==> config.mk <==
export PLATFORM = sky130hd
export DESIGN_NAME = rsps_pipe
export DESIGN_NICKNAME = d
export VERILOG_FILES = /design/src/rtl/ramp_soak_profile_sequencer_assert.svh /design/src/rtl/rsps_pkg.sv /design/src/rtl/rsps_pipe.sv
export SDC_FILE = /design/constraint.sdc
export NUM_CORES = 1
export LEC_CHECK = 0
export BUFFER_PORTS_ARGS = -buffer_cell sky130_fd_sc_hd__buf_2
export CORE_ASPECT_RATIO = 1.25
export CORE_MARGIN = 4
export CORE_UTILIZATION = 46
export CTS_CLUSTER_DIAMETER = 30
export DETAILED_ROUTE_END_ITERATION = 16
export HOLD_SLACK_MARGIN = 0.15
export PLACE_DENSITY = 0.65
export SYNTH_ARGS = -nofsm -noshare
export SYNTH_HDL_FRONTEND = slang
export SYNTH_SLANG_ARGS = --single-unit
==> constraint.sdc <==
create_clock -name clk -period 10.81 [get_ports clk]
set_input_delay 1.081 -clock clk [delete_from_list [all_inputs] [get_ports clk]]
set_output_delay 1.081 -clock clk [all_outputs]
set_load 0.005 [all_outputs]
==> src/rtl/ramp_soak_profile_sequencer_assert.svh <==
// Assertion macros used by the sequencer execution module (rsps_exec).
// They sample on clk and are held off while rst_n is low.
`ifndef RAMP_SOAK_PROFILE_SEQUENCER_ASSERT_SVH
`define RAMP_SOAK_PROFILE_SEQUENCER_ASSERT_SVH

// Same-cycle implication.
`define RSPS_ASSERT_IMPL(label, ante, cons) \
    label: assert property (@(posedge clk) disable iff (!rst_n) (ante) |-> (cons)) \
        else $error("sequencer assertion failed");

// Next-cycle implication.
`define RSPS_ASSERT_NEXT(label, ante, cons) \
    label: assert property (@(posedge clk) disable iff (!rst_n) (ante) |=> (cons)) \
        else $error("sequencer assertion failed");

`endif

==> src/rtl/rsps_pkg.sv <==
package rsps_pkg;

    localparam int MAX_STEPS_DEF = 16;

    localparam int TEMP_W     = 13;
    localparam int THR_W      = 9;
    localparam int RATE_W     = 15;
    localparam int MIN_W      = 16;
    localparam int STEP_W     = 5;
    localparam int SLOT_W     = 4;
    localparam int KIND_W     = 3;
    localparam int SEC_W      = 24;
    localparam int CFG_IDX_W  = 2;
    localparam int CFG_DATA_W = 13;

    // effective ramp rate, signed, holds +/-60000 deg/h
    localparam int ERATE_W = 17;
    // rate * seconds, signed
    localparam int PROD_W  = ERATE_W + SEC_W + 1;
    // magnitude of rate * seconds while the target is not yet crossed
    localparam int MAG_W   = 23;

    localparam int RAMP_DIV    = 900;
    localparam int RATE_LIMIT  = 9999;
    localparam int FAST_RATE   = 60000;
    localparam int SEC_PER_MIN = 60;

    // q = (m * RECIP_K) >> RECIP_SHIFT equals m / 900 for m below 2^25
    localparam int RECIP_W     = 24;
    localparam int RECIP_SHIFT = 33;
    localparam logic [RECIP_W-1:0] RECIP_K = 24'd9544372;

    localparam logic [SEC_W-1:0]  SEC_MAX = '1;
    localparam logic [TEMP_W-1:0] SP_MAX  = '1;

    localparam logic [TEMP_W-1:0] FIRST_RAMP_START_RST = 13'd100;
    localparam logic [THR_W-1:0]  PAUSE_THR_RST        = 9'd12;
    localparam logic [THR_W-1:0]  RESUME_THR_RST       = 9'd4;

    typedef enum logic [KIND_W-1:0] {
        KIND_TICK  = 3'd0,
        KIND_LOAD  = 3'd1,
        KIND_START = 3'd2,
        KIND_STOP  = 3'd3,
        KIND_SKIP  = 3'd4
    } kind_t;

    typedef enum logic [CFG_IDX_W-1:0] {
        CFG_FIRST_RAMP_START = 2'd0,
        CFG_PAUSE_THR        = 2'd1,
        CFG_RESUME_THR       = 2'd2
    } cfg_idx_t;

    typedef enum logic [1:0] {
        STATUS_IDLE  = 2'd0,
        STATUS_RAMP  = 2'd1,
        STATUS_HOLD  = 2'd2,
        STATUS_ERROR = 2'd3
    } status_t;

    typedef enum logic [1:0] {
        HELD_KEEP = 2'd0,
        HELD_SET  = 2'd1,
        HELD_RAMP = 2'd2
    } held_op_t;

    typedef struct packed {
        logic signed [RATE_W-1:0] rate;
        logic [TEMP_W-1:0]        target;
        logic [MIN_W-1:0]         minutes;
    } step_entry_t;

    // update stage to scaling stage
    typedef struct packed {
        held_op_t          held_op;
        logic [TEMP_W-1:0] held_val;
        logic [TEMP_W-1:0] ramp_start;
        logic              ramp_neg;
        logic [MAG_W-1:0]  ramp_mag;
        logic              firing;
        status_t           status;
        logic [STEP_W-1:0] current_step;
        logic              finished;
        logic              soak_paused;
        logic              rejected;
    } mid_t;

endpackage

==> src/rtl/rsps_pipe.sv <==
module rsps_pipe
    import rsps_pkg::*;
(
    input  logic              clk,
    input  logic              rst_n,
    input  logic              in_fire,
    input  mid_t              mid_in,
    output logic              in_ready,
    output logic              out_valid,
    input  logic              out_ready,
    output logic [1:0]        status,
    output logic [TEMP_W-1:0] setpoint,
    output logic [STEP_W-1:0] current_step,
    output logic              finished,
    output logic              soak_paused,
    output logic              rejected
);

    localparam int QF_W = MAG_W + RECIP_W;

    logic              mid_valid_reg, mid_valid_next;
    mid_t              mid_reg;
    logic              out_valid_reg, out_valid_next;
    logic [TEMP_W-1:0] held_reg, held_next;
    logic              out_take;
    logic              mid_move;
    logic [QF_W-1:0]   q_full;
    logic [TEMP_W-1:0] quot;
    logic signed [TEMP_W+1:0] ramp_sum;
    logic [TEMP_W-1:0] ramp_val;

    logic [1:0]        status_reg;
    logic [TEMP_W-1:0] setpoint_reg;
    logic [STEP_W-1:0] current_step_reg;
    logic              finished_reg;
    logic              soak_paused_reg;
    logic              rejected_reg;

    assign out_take = !out_valid_reg || out_ready;
    assign mid_move = mid_valid_reg && out_take;
    assign in_ready = !mid_valid_reg || mid_move;

    // divide the ramp progress by 900 through the reciprocal
    always_comb
    begin
        q_full   = QF_W'(mid_reg.ramp_mag) * QF_W'(RECIP_K);
        quot     = q_full[RECIP_SHIFT +: TEMP_W];
        if (mid_reg.ramp_neg)
        begin
            ramp_sum = $signed({2'b00, mid_reg.ramp_start}) - $signed({2'b00, quot});
        end
        else
        begin
            ramp_sum = $signed({2'b00, mid_reg.ramp_start}) + $signed({2'b00, quot});
        end
        if (ramp_sum < 0)
        begin
            ramp_val = '0;
        end
        else if (ramp_sum > $signed({2'b00, SP_MAX}))
        begin
            ramp_val = SP_MAX;
        end
        else
        begin
            ramp_val = ramp_sum[TEMP_W-1:0];
        end

        case (mid_reg.held_op)
            HELD_SET:  held_next = mid_reg.held_val;
            HELD_RAMP: held_next = ramp_val;
            default:   held_next = held_reg;
        endcase
    end

    always_comb
    begin
        mid_valid_next = mid_valid_reg;
        if (in_fire)
        begin
            mid_valid_next = 1'b1;
        end
        else if (mid_move)
        begin
            mid_valid_next = 1'b0;
        end

        out_valid_next = out_valid_reg;
        if (mid_move)
        begin
            out_valid_next = 1'b1;
        end
        else if (out_ready)
        begin
            out_valid_next = 1'b0;
        end
    end

    always_ff @(posedge clk or negedge rst_n)
    begin
        if (!rst_n)
        begin
            mid_valid_reg <= 1'b0;
            out_valid_reg <= 1'b0;
            held_reg      <= '0;
        end
        else
        begin
            mid_valid_reg <= mid_valid_next;
            out_valid_reg <= out_valid_next;
            if (mid_move)
            begin
                held_reg <= held_next;
            end
        end
    end

    always_ff @(posedge clk)
    begin
        if (in_fire)
        begin
            mid_reg <= mid_in;
        end
        if (mid_move)
        begin
            status_reg       <= mid_reg.status;
            setpoint_reg     <= mid_reg.firing ? held_next : '0;
            current_step_reg <= mid_reg.current_step;
            finished_reg     <= mid_reg.finished;
            soak_paused_reg  <= mid_reg.soak_paused;
            rejected_reg     <= mid_reg.rejected;
        end
    end

    assign out_valid    = out_valid_reg;
    assign status       = status_reg;
    assign setpoint     = setpoint_reg;
    assign current_step = current_step_reg;
    assign finished     = finished_reg;
    assign soak_paused  = soak_paused_reg;
    assign rejected     = rejected_reg;

endmodule

* Word-level counts from Yosys, hierarchy flattened
Index checks and enable logic that the tools add are counted.
Word-level totals: register bits after elaboration 101, bits in latches 0, RAM bits 0, ROM bits 0, input port bits 67, output and inout port bits 25, logic and storage cells 42, memories 0
Operators by class: add/subtract/negate cells 2, $mul 1, div/mod/pow operators 0, $lt $le $gt $ge 2, equal/unequal tests 2, shifts and indexed selects 0, multiplexer cells 8, bitwise gates (word level) 0, reductions and logical operators 7
Operators by type and width (count):
- multiplier 23 x 22 -> 44 bit, second input constant | 1
- 2-to-1 mux 13 bit | 2
- case mux 13 bit (2 select lines) | 1
- greater-than comparator 15 x 14 -> 1 bit, second input constant | 1
- less-than comparator 15 x 1 -> 1 bit, second input constant | 1
- 2-to-1 mux 15 bit | 1
- adder 13 x 13 -> 14 bit | 1
- subtractor 13 x 13 -> 14 bit | 1
- 2-to-1 mux 1 bit | 4
- nonzero test 2 bit | 2
- == test 2 x 1 -> 1 bit, second input constant | 1
- == test 2 bit, second input constant | 1
- logical NOT 1 bit | 2
- logical OR 1 bit | 2
- logical AND 1 bit | 1

* Logic depth before layout (Yosys ltp)
Gate-level depths: netlist (run 1).
depth in word-level cells 7, mapped depth 34, gate-level depth less buffers 33

* Worst setup path before layout (run 1)
Ideal clock, no wire load.
path type flip-flop to flip-flop, from register mid_reg[23] (netlist name), to register setpoint_reg[6], in the netlist setpoint[6], data pin, library setup time 0.260 ns, arrival 7.438 ns, required time 10.550 ns, slack 3.112 ns, stages on the path, launching flop included 31, path buffers 1, period minus slack after synthesis 7.698 ns, cells stage by stage edfxtp_1 -> ha_1 -> fa_1 -> ha_1 -> inv_1 -> fa_1 -> fa_1 -> inv_1 -> fa_1 -> inv_1 -> fa_1 -> inv_1 -> ha_1 -> a2111o_1 -> nor3_1 -> a21oi_1 -> o21bai_1 -> o21a_1 -> nand2b_1 -> a21oi_1 -> xnor2_1 -> ha_1 -> or3_4 -> a211oi_2 -> nor3_1 -> o22a_2 -> buf_6 -> nor4_2 -> o31ai_1 -> a221oi_2 -> nor2_1
On the way: word-level cells in the longest chain between the ends 7, elaborated cells between the ends (all ways) 9, those cells by class 2 x add/sub; 1 x mul; 2 x order compare; 4 x mux
RTL lines:
- from (decl) | RTL line rsps_pipe.sv:22 | mid_t mid_reg;
- from (signal assigned) | RTL line rsps_pipe.sv:122 | mid_reg <= mid_in;
- multiplier 23 x 22 -> 44 bit * | RTL line rsps_pipe.sv:46 | q_full = QF_W'(mid_reg.ramp_mag) * QF_W'(RECIP_K);
- adder 13 x 13 -> 14 bit / subtractor 13 x 13 -> 14 bit (equally long branches) | RTL line rsps_pipe.sv:54, rsps_pipe.sv:50
- 2-to-1 mux 15 bit * | RTL line rsps_pipe.sv:48 | if (mid_reg.ramp_neg)
- greater-than comparator 15 x 14 -> 1 bit | RTL line rsps_pipe.sv:60 | else if (ramp_sum > $signed({2'b00, SP_MAX}))
- 2-to-1 mux 13 bit | RTL line rsps_pipe.sv:60
- 2-to-1 mux 13 bit * | RTL line rsps_pipe.sv:56 | if (ramp_sum < 0)
- case mux 13 bit (2 select lines) * | RTL line rsps_pipe.sv:69 | case (mid_reg.held_op)
- to (signal assigned) | RTL line rsps_pipe.sv:127 | setpoint_reg <= mid_reg.firing ? held_next : '0;
- to (decl) | RTL line rsps_pipe.sv:33 | logic [TEMP_W-1:0] setpoint_reg;
Mark *: on every way between the ends. The rest lies on a longest branch, timed or not. A chain may end at the register's enable or synchronous reset.

* Worst setup path in the final report (run 1)
from register mid_reg[22] (netlist name), to register setpoint_reg[9], in the netlist setpoint[9], data pin
The elaborated chain is that of the path after synthesis.

==> flow_metrics.tcl, run 1 <==
set metrics [dict create \
    run_status "complete, no violations" \
    nNetsFinal 1697 \
    seq_area_frac_synth_pct 24.0 \
    ant_nets 0 \
    final_cell_mix "inv_1 (262), ha_1 (262), fa_1 (144), buf_2 (91), edfxtp_1 (86)" \
    cp.arrival_ns 9.14 \
    die_h_microns 191 \
    ys_warn_count 0 \
    report.final.slew_viol_count 0 \
    grt.overflow.total 0 \
    drive_above_1_share_pct 10.3 \
    netlist_area_sq_um 12300 \
    die_area_sq_um 29500 \
    setup_viol 0 \
    io_pins 92 \
    post_cts_buffers 0 \
    synth_seq_cells 101 \
    max-slew-margin-rel_pct 27.6 \
    grt_pass1_wl_microns 45800 \
    start_kind "flop" \
    worstSetupEndpointType "flop" \
    placedInstanceArea_sq_um 13200 \
    finalCriticalPeriod_ns 9.05 \
    first_iter_violations 301 \
    cts_buffers 9 \
    die_x_microns 154 \
    clk_pin_slew_ns 0.08 \
    largest_reg_flops 63 \
    antenna_cells 0 \
    cts_tree "yes" \
    hold_class "reg -> reg" \
    dp_hpwl_microns 23400 \
    antenna_found_initial 0 \
    finalCritPeriodShare_pct 83.7 \
    crit_type "reg -> reg" \
    final.setup.worst_slack_ns 1.76 \
    finalClockSkew_ns 0.0126 \
    synthFlopType "edfxtp_1" \
    final_area_sq_um 13500 \
    h-tree-depth 3 \
    cp_slowest_cell "edfxtp_1" \
    detail_route.wl_per_cell_microns 17.7 \
    clock_latency_ns 0.36 \
    syn-mean-instance-area_sq_um 10.9 \
    core_area_sq_um 26300 \
    rows 66 \
    grt_pass1_vias 8964 \
    drc 0 \
    wl_microns 27700 \
    clock_sinks 101 \
    start_util_pct 47.0 \
    cts_buffer_depth 2 \
    syn_nets 1605 \
    area_growth_pct 9.19 \
    syn-instance-count 1132 \
    grt_usage_pct 19.7 \
    worst_path_largest_cell_delay_ns 0.61 \
    worst_pin_slew_ns 1.08 \
    grt_max_degree 65 \
    ctsResizeCount 0 \
    hold_viol 0 \
    fin_hold_ws_ns 0.422 \
    clock.fmax_mhz 111 \
    max_cap_viol_count 0 \
    synthArstFlopShare_pct 14.9 \
    critPathMaxFanout 17 \
    worstPathRequired_ns 10.90 \
    globalplace.congestion 0.932 \
    rsz0062_at_grt "no" \
    vias_per_cell 5.27 \
    num_vias 8272 \
    port_buffers 91 \
    synth_edf_count 86 \
    cts_root_buffer "clkbuf_16" \
    dp_slack_ns 1.70 \
    dr.pass1.iters 4 \
    crit_top_cell "fa_1" \
    tns_ns 0 \
    postCtsHoldBufs 0 \
    synth.distinct_cells 65 \
]
worst paths after layout:
| kind | endpoint | start | slack (ns) | depth (start not counted) |
|---|---|---|---|---|
| max in group asynchronous | held_reg[1] | rst_n | 9.90 | 1 |
| worst min register to register | current_step[3] | mid_reg[6] | 0.42 | 0 |
| worst max-delay path | setpoint[9] | mid_reg[22] | 1.76 | 29 |
| worst max register to register | setpoint[9] | mid_reg[22] | 1.76 | 29 |
| min in group asynchronous | held_reg[10] | rst_n | 0.63 | 1 |
| worst min-delay path | current_step[3] | mid_reg[6] | 0.42 | 0 |
cells in the mapped netlist, types with 3 or more instances:
cell type	instances	area (sq um)
ha_1	262	3280
inv_1	262	983
fa_1	144	2880
edfxtp_1	86	2580
a21oi_1	49	245
o21ai_0	47	235
nor2_1	35	131
nand2_1	26	97.6
a21o_1	21	158
dfrtp_1	15	375
xnor2_1	15	131
xor2_1	13	114
nand2b_1	11	68.8
clkbuf_1	10	37.5
nor3_1	10	50.1
nor2b_1	8	50.1
nand3_1	7	35.0
a31oi_1	6	37.5
and3_1	6	37.5
nand4_1	6	37.5
o21bai_1	6	45.0
o22ai_1	6	37.5
o31ai_1	6	45.0
a211oi_1	5	37.5
a221oi_1	4	35.0
o21a_1	4	30.0
a22oi_1	3	22.5
mux2_2	3	33.8
o211ai_1	3	22.5
o21ai_1	3	15.0
o311ai_1	3	26.3
or2_2	3	18.8
metrics by stage:
| step | utilization [%] | std cells |
|---|---|---|
| 4_1_cts | 51.3 | 1569 |
| 2_1_floorplan | - | 1132 |
| 3_3_place_gp | 50.2 | 1553 |
| 6_report | 51.3 | 1569 |
| 5_1_grt | 51.3 | 1569 |
| 3_5_place_dp | 50.2 | 1553 |
final cells by class:
type	instances	area, sq um
inverters	264	991
flip-flops and latches	101	2960
clock buffers	9	225
repair buffers	93	470
fillers	2403	12800
multi-input cells	755	8330
well taps	340	425
clock inverters	7	66.3
worst max-delay path, delay by kind of cell, from the launching register on:
kind | cells | cell delay [ns]
and+or+nand+nor | 5 | 1.12
DFF | 1 | 0.61
adders and majority gates | 9 | 3.75
AOI/OAI and AO/OA | 10 | 2.97
xor gates and xnor gates | 1 | 0.12
buffers and inverters | 4 | 0.21
kinds of logic after synthesis:
| group | synth area share (%) |
|---|---|
| adder cells (fa/ha/maj) | 50.0 |
| flip-flops | 24.0 |
| AND/OR/NAND/NOR | 5.19 |
| multiplexers | 0.436 |
| buffers and inverters | 8.47 |
| AO/OA/AOI/OAI | 9.96 |
| XOR/XNOR | 1.99 |
routing by layer:
layer | part of all wire (%) | global-route usage (%) | vias to the layer above
met5 | 0 | 0 | -
met4 | 3.0 | 6.83 | 0
met3 | 2.5 | 2.11 | 44
met2 | 54 | 36.7 | 153
met1 | 41 | 23.6 | 4087
li1 | - | - | 3988
Power of run 1 is not shown: default switching activity piles up to over one toggle a cycle in this logic, so the estimate is an artifact.
==> run 2: changes to the inputs <==
Clock period 10.81 ns to 9.4 ns, I/O delays scaled along.
==> run 2 against run 1 <==
Net effect: fmax is 1.6% higher; clock-buffer cell count unchanged; final area grew 0.30%; worst hold slack lost 0.0041 ns; highest routed layer is now met5; critical path depth is the same; worst setup slack got worse by 1.3 ns; critical endpoint unchanged; die area unchanged; first-iteration DRC count increased by 6.6%; critical path type unchanged.
==> flow_metrics.tcl, run 2 (synthesis gave the netlist of run 1 again) <==
set metrics [dict create \
    cp_top_family "adder cells" \
    cts_tree "yes" \
    finalClockSkew_ns 0.0127 \
    nNetsFinal 1699 \
    die_area_sq_um 29500 \
    rsz0062_at_grt "no" \
    cp.arrival_ns 9.00 \
    setup_viol 0 \
    hold_viol 0 \
    first_iter_violations 321 \
    port_buffers 91 \
    cts_buffers 9 \
    grt_pass1_vias 8658 \
    clock_latency_ns 0.37 \
    globalplace.congestion 0.896 \
    num_vias 8232 \
    start_kind "flop" \
    dp_hpwl_microns 23300 \
    grt_pass1_wl_microns 45200 \
    clock_sinks 101 \
    h-tree-depth 3 \
    worstSetupEndpointType "flop" \
    drive_above_1_share_pct 10.4 \
    core_area_sq_um 26300 \
    clk_pin_slew_ns 0.08 \
    io_pins 92 \
    largest_reg_flops 63 \
    worst_path_largest_cell_delay_ns 0.71 \
    rows 66 \
    grt_usage_pct 19.4 \
    timing.critical_path.buf_inv 4 \
    ctsResizeCount 0 \
    detail_route.wl_per_cell_microns 17.3 \
    worst_pin_slew_ns 0.975 \
    hold_class "reg -> reg" \
    grt.overflow.total 0 \
    run_status "complete, no violations" \
    post_cts_buffers 0 \
    die_x_microns 154 \
    placedInstanceArea_sq_um 13200 \
    grt_max_degree 47 \
    crit_type "reg -> reg" \
    cp_slowest_cell "edfxtp_1" \
    vias_per_cell 5.24 \
    final_area_sq_um 13500 \
    finalCritPeriodShare_pct 94.7 \
    crit_top_cell "fa_1" \
    worstPathRequired_ns 9.50 \
    antenna_cells 0 \
    report.final.slew_viol_count 0 \
    fin_hold_ws_ns 0.418 \
    postCtsHoldBufs 0 \
    final_cell_mix "inv_1 (262), ha_1 (262), fa_1 (144), buf_2 (91), edfxtp_1 (86)" \
    die_h_microns 191 \
    antenna_found_initial 1 \
    reg2reg_slack_ns 0.49 \
    tns_ns 0 \
    area_growth_pct 9.52 \
    clock.fmax_mhz 112 \
    start_util_pct 47.0 \
    wl_microns 27200 \
    ant_nets 0 \
    finalCriticalPeriod_ns 8.91 \
    dr.pass1.iters 5 \
    cts_buffer_depth 2 \
    max-slew-margin-rel_pct 34.7 \
    drc 0 \
    max_cap_viol_count 0 \
    cts_root_buffer "clkbuf_16" \
    critPathMaxFanout 17 \
]
run 2: metrics by stage:
step	setup slack (ns)	cells	utilization [%]
3_5_place_dp	0.464	1555	50.2
5_1_grt	0.0401	1571	51.4
3_3_place_gp	0.491	1555	50.2
2_1_floorplan	1.70	1132	-
6_report	0.495	1571	51.4
4_1_cts	0.429	1571	51.4
run 2: worst register-to-register path, delay by kind of cell, from the launching register on:
kind | cells | cell delay [ns]
buffers and inverters | 4 | 0.22
AO/OA/AOI/OAI | 10 | 2.70
XOR/XNOR | 1 | 0.12
flip-flops | 1 | 0.71
AND/OR/NAND/NOR | 5 | 1.11
adder cells (fa/ha/maj) | 9 | 3.78
run 2: worst paths after layout:
| kind | depth (start not counted) | start | end |
|---|---|---|---|
| min in group asynchronous | 1 | rst_n | held_reg[8] |
| max reg2reg | 29 | mid_reg[20] | setpoint[9] |
| max | 29 | mid_reg[20] | setpoint[9] |
| min reg2reg | 0 | mid_reg[3] | current_step[0] |
| min | 0 | mid_reg[3] | current_step[0] |
| max in group asynchronous | 1 | rst_n | out_valid |
run 2: final cells by class:
cell class / count / area, sq um
Timing Repair Buffer: 95 / 485
Multi-Input combinational cell: 755 / 8330
Clock buffer: 9 / 225
Fill cell: 2382 / 12800
Clock inverter: 7 / 91.3
Sequential cell: 101 / 2960
Inverter: 264 / 991
Tap cell: 340 / 425
run 2: per-layer routing:
metal  share of wire, %  global-route usage, %  vias to the layer above
li1                   -                      -                     3996
met1                 41                   23.9                     4068
met2                 53                   35.3                      133
met3                3.0                   2.92                       33
met4                2.6                   5.74                        2
met5              0.048                      0                        -
Power of run 2 is left out for the same reason.
==> run 3: changes to the inputs <==
Settings changed: RECOVER_POWER set to 25, SETUP_SLACK_MARGIN set to 0.15.
==> run 3 against run 2 <==
Net effect: flip-flop and latch count is the same; die area is the same; worst setup slack gained 0.084 ns; cell count grew 1.7%; sequential share of layout area shrank 0.31 points; final area grew 1.4%; fmax grew 0.95%; routed wire length grew 0.73%; non-clock buffer count grew 26; largest cell class unchanged.
==> flow_metrics.tcl, run 3 (synthesis gave the netlist of run 1 again) <==
set metrics [dict create \
    cts_buffers 9 \
    start_kind "flop" \
    die_x_microns 154 \
    postCtsHoldBufs 0 \
    grt_pass1_vias 8658 \
    io_pins 92 \
    start_util_pct 47.0 \
    worstSetupEndpointType "flop" \
    detail_route.wl_per_cell_microns 17.2 \
    use_met3_pct 2.92 \
    worstPathRequired_ns 9.50 \
    max-slew-margin-rel_pct 34.0 \
    clock_latency_ns 0.37 \
    largest_reg_flops 63 \
    dp_hpwl_microns 23300 \
    globalplace.congestion 0.896 \
    filler_cell_count 2361 \
    h-tree-depth 3 \
    dp_slack_ns 0.464 \
    clk_pin_slew_ns 0.07 \
    grt_pass1_wl_microns 45200 \
    final_util_pct 52.2 \
    final.setup.worst_slack_ns 0.579 \
    rows 66 \
    antenna_cells 0 \
    tns_ns 0 \
    core_area_sq_um 26300 \
    cts_tree "yes" \
    finalClockSkew_ns 0.0134 \
    antenna_found_initial 1 \
    hold_class "reg -> reg" \
    grt_max_degree 47 \
    drive_above_1_share_pct 12.2 \
    port_buffers 91 \
    final_cell_mix "inv_1 (262), ha_1 (262), fa_1 (144), buf_2 (90), edfxtp_1 (86)" \
    hold_viol 0 \
    rsz0062_at_grt "no" \
    worst_path_largest_cell_delay_ns 0.59 \
    die_area_sq_um 29500 \
    drc 0 \
    num_vias 8323 \
    first_iter_violations 350 \
    finalCritPeriodShare_pct 93.8 \
    ant_nets 0 \
    grt.overflow.total 0 \
    worst_pin_slew_ns 0.987 \
    finalCriticalPeriod_ns 8.82 \
    clock.fmax_mhz 113 \
    cp.arrival_ns 8.92 \
    vias_per_cell 5.21 \
    critPathMaxFanout 17 \
    setup_viol 0 \
    grtUsageMet2_pct 35.3 \
    die_h_microns 191 \
    cts_buffer_depth 2 \
    run_status "complete, no violations" \
    crit_type "reg -> reg" \
    nNetsFinal 1725 \
    area_growth_pct 11.1 \
    global_route.usage.met1_pct 23.9 \
    grt_usage_pct 19.4 \
    crit_top_cell "fa_1" \
    report.final.slew_viol_count 0 \
    max_cap_viol_count 0 \
    cts_root_buffer "clkbuf_16" \
    grt_busiest_layer "met2" \
    cp_slowest_cell "edfxtp_1" \
    dr.pass1.iters 4 \
    wl_microns 27400 \
    clock_sinks 101 \
]
run 3: worst paths after layout:
check	startpoint	endpoint	slack (ns)	cells past startpoint
max reg2reg	mid_reg[23]	setpoint[9]	0.58	29
max in group asynchronous	rst_n	out_valid	8.17	1
max	mid_reg[23]	setpoint[9]	0.58	29
min in group asynchronous	rst_n	held_reg[8]	0.68	1
min reg2reg	mid_reg[8]	status[0]	0.42	0
min	mid_reg[8]	status[0]	0.42	0
run 3: layout make-up:
| type | instances | area [sq um] | share of cell area, % |
|---|---|---|---|
| well taps | 340 | 425 | 3.11 |
| clock inverters | 7 | 91.3 | 0.667 |
| inverters | 264 | 991 | 7.23 |
| repair buffers | 121 | 679 | 4.96 |
| flip-flops and latches | 101 | 2960 | 21.6 |
| multi-input cells | 755 | 8330 | 60.8 |
| clock buffers | 9 | 225 | 1.64 |
run 3: per-layer routing:
| metal | routed length (microns) | part of all wire (%) |
|---|---|---|
| met4 | 732 | 2.7 |
| met1 | 11300 | 41 |
| met2 | 14500 | 53 |
| met3 | 829 | 3.0 |
| met5 | 13 | 0.047 |
run 3: per-stage QoR:
stage | hold WS [ns] | cell area, sq um | std cells
final | 0.419 | 13700 | 1597
after global routing | 0.433 | 13700 | 1597
after CTS | 0.419 | 13500 | 1571
after detailed placement | 0.408 | 13200 | 1555
after global placement | 0.400 | 13200 | 1555
after floorplan | 0.400 | 12300 | 1132
run 3: critical path: cells and delay by family, from the launching register on:
| family | cells | cell delay [ns] |
|---|---|---|
| AND/OR/NAND/NOR | 5 | 1.10 |
| XOR/XNOR | 1 | 0.12 |
| adder cells (fa/ha/maj) | 9 | 3.72 |
| AO/OA/AOI/OAI | 10 | 2.79 |
| buffers and inverters | 4 | 0.20 |
| flip-flops | 1 | 0.59 |
run 3: what timing repair did:
item / 4_1_cts / 5_1_grt
endpoints found under the setup margin: 0 / 2
buffers inserted: 0 / 26
resized for setup: 0 / 0
hold endpoints to repair: 0 / 0
Power of run 3 is left out for the same reason.
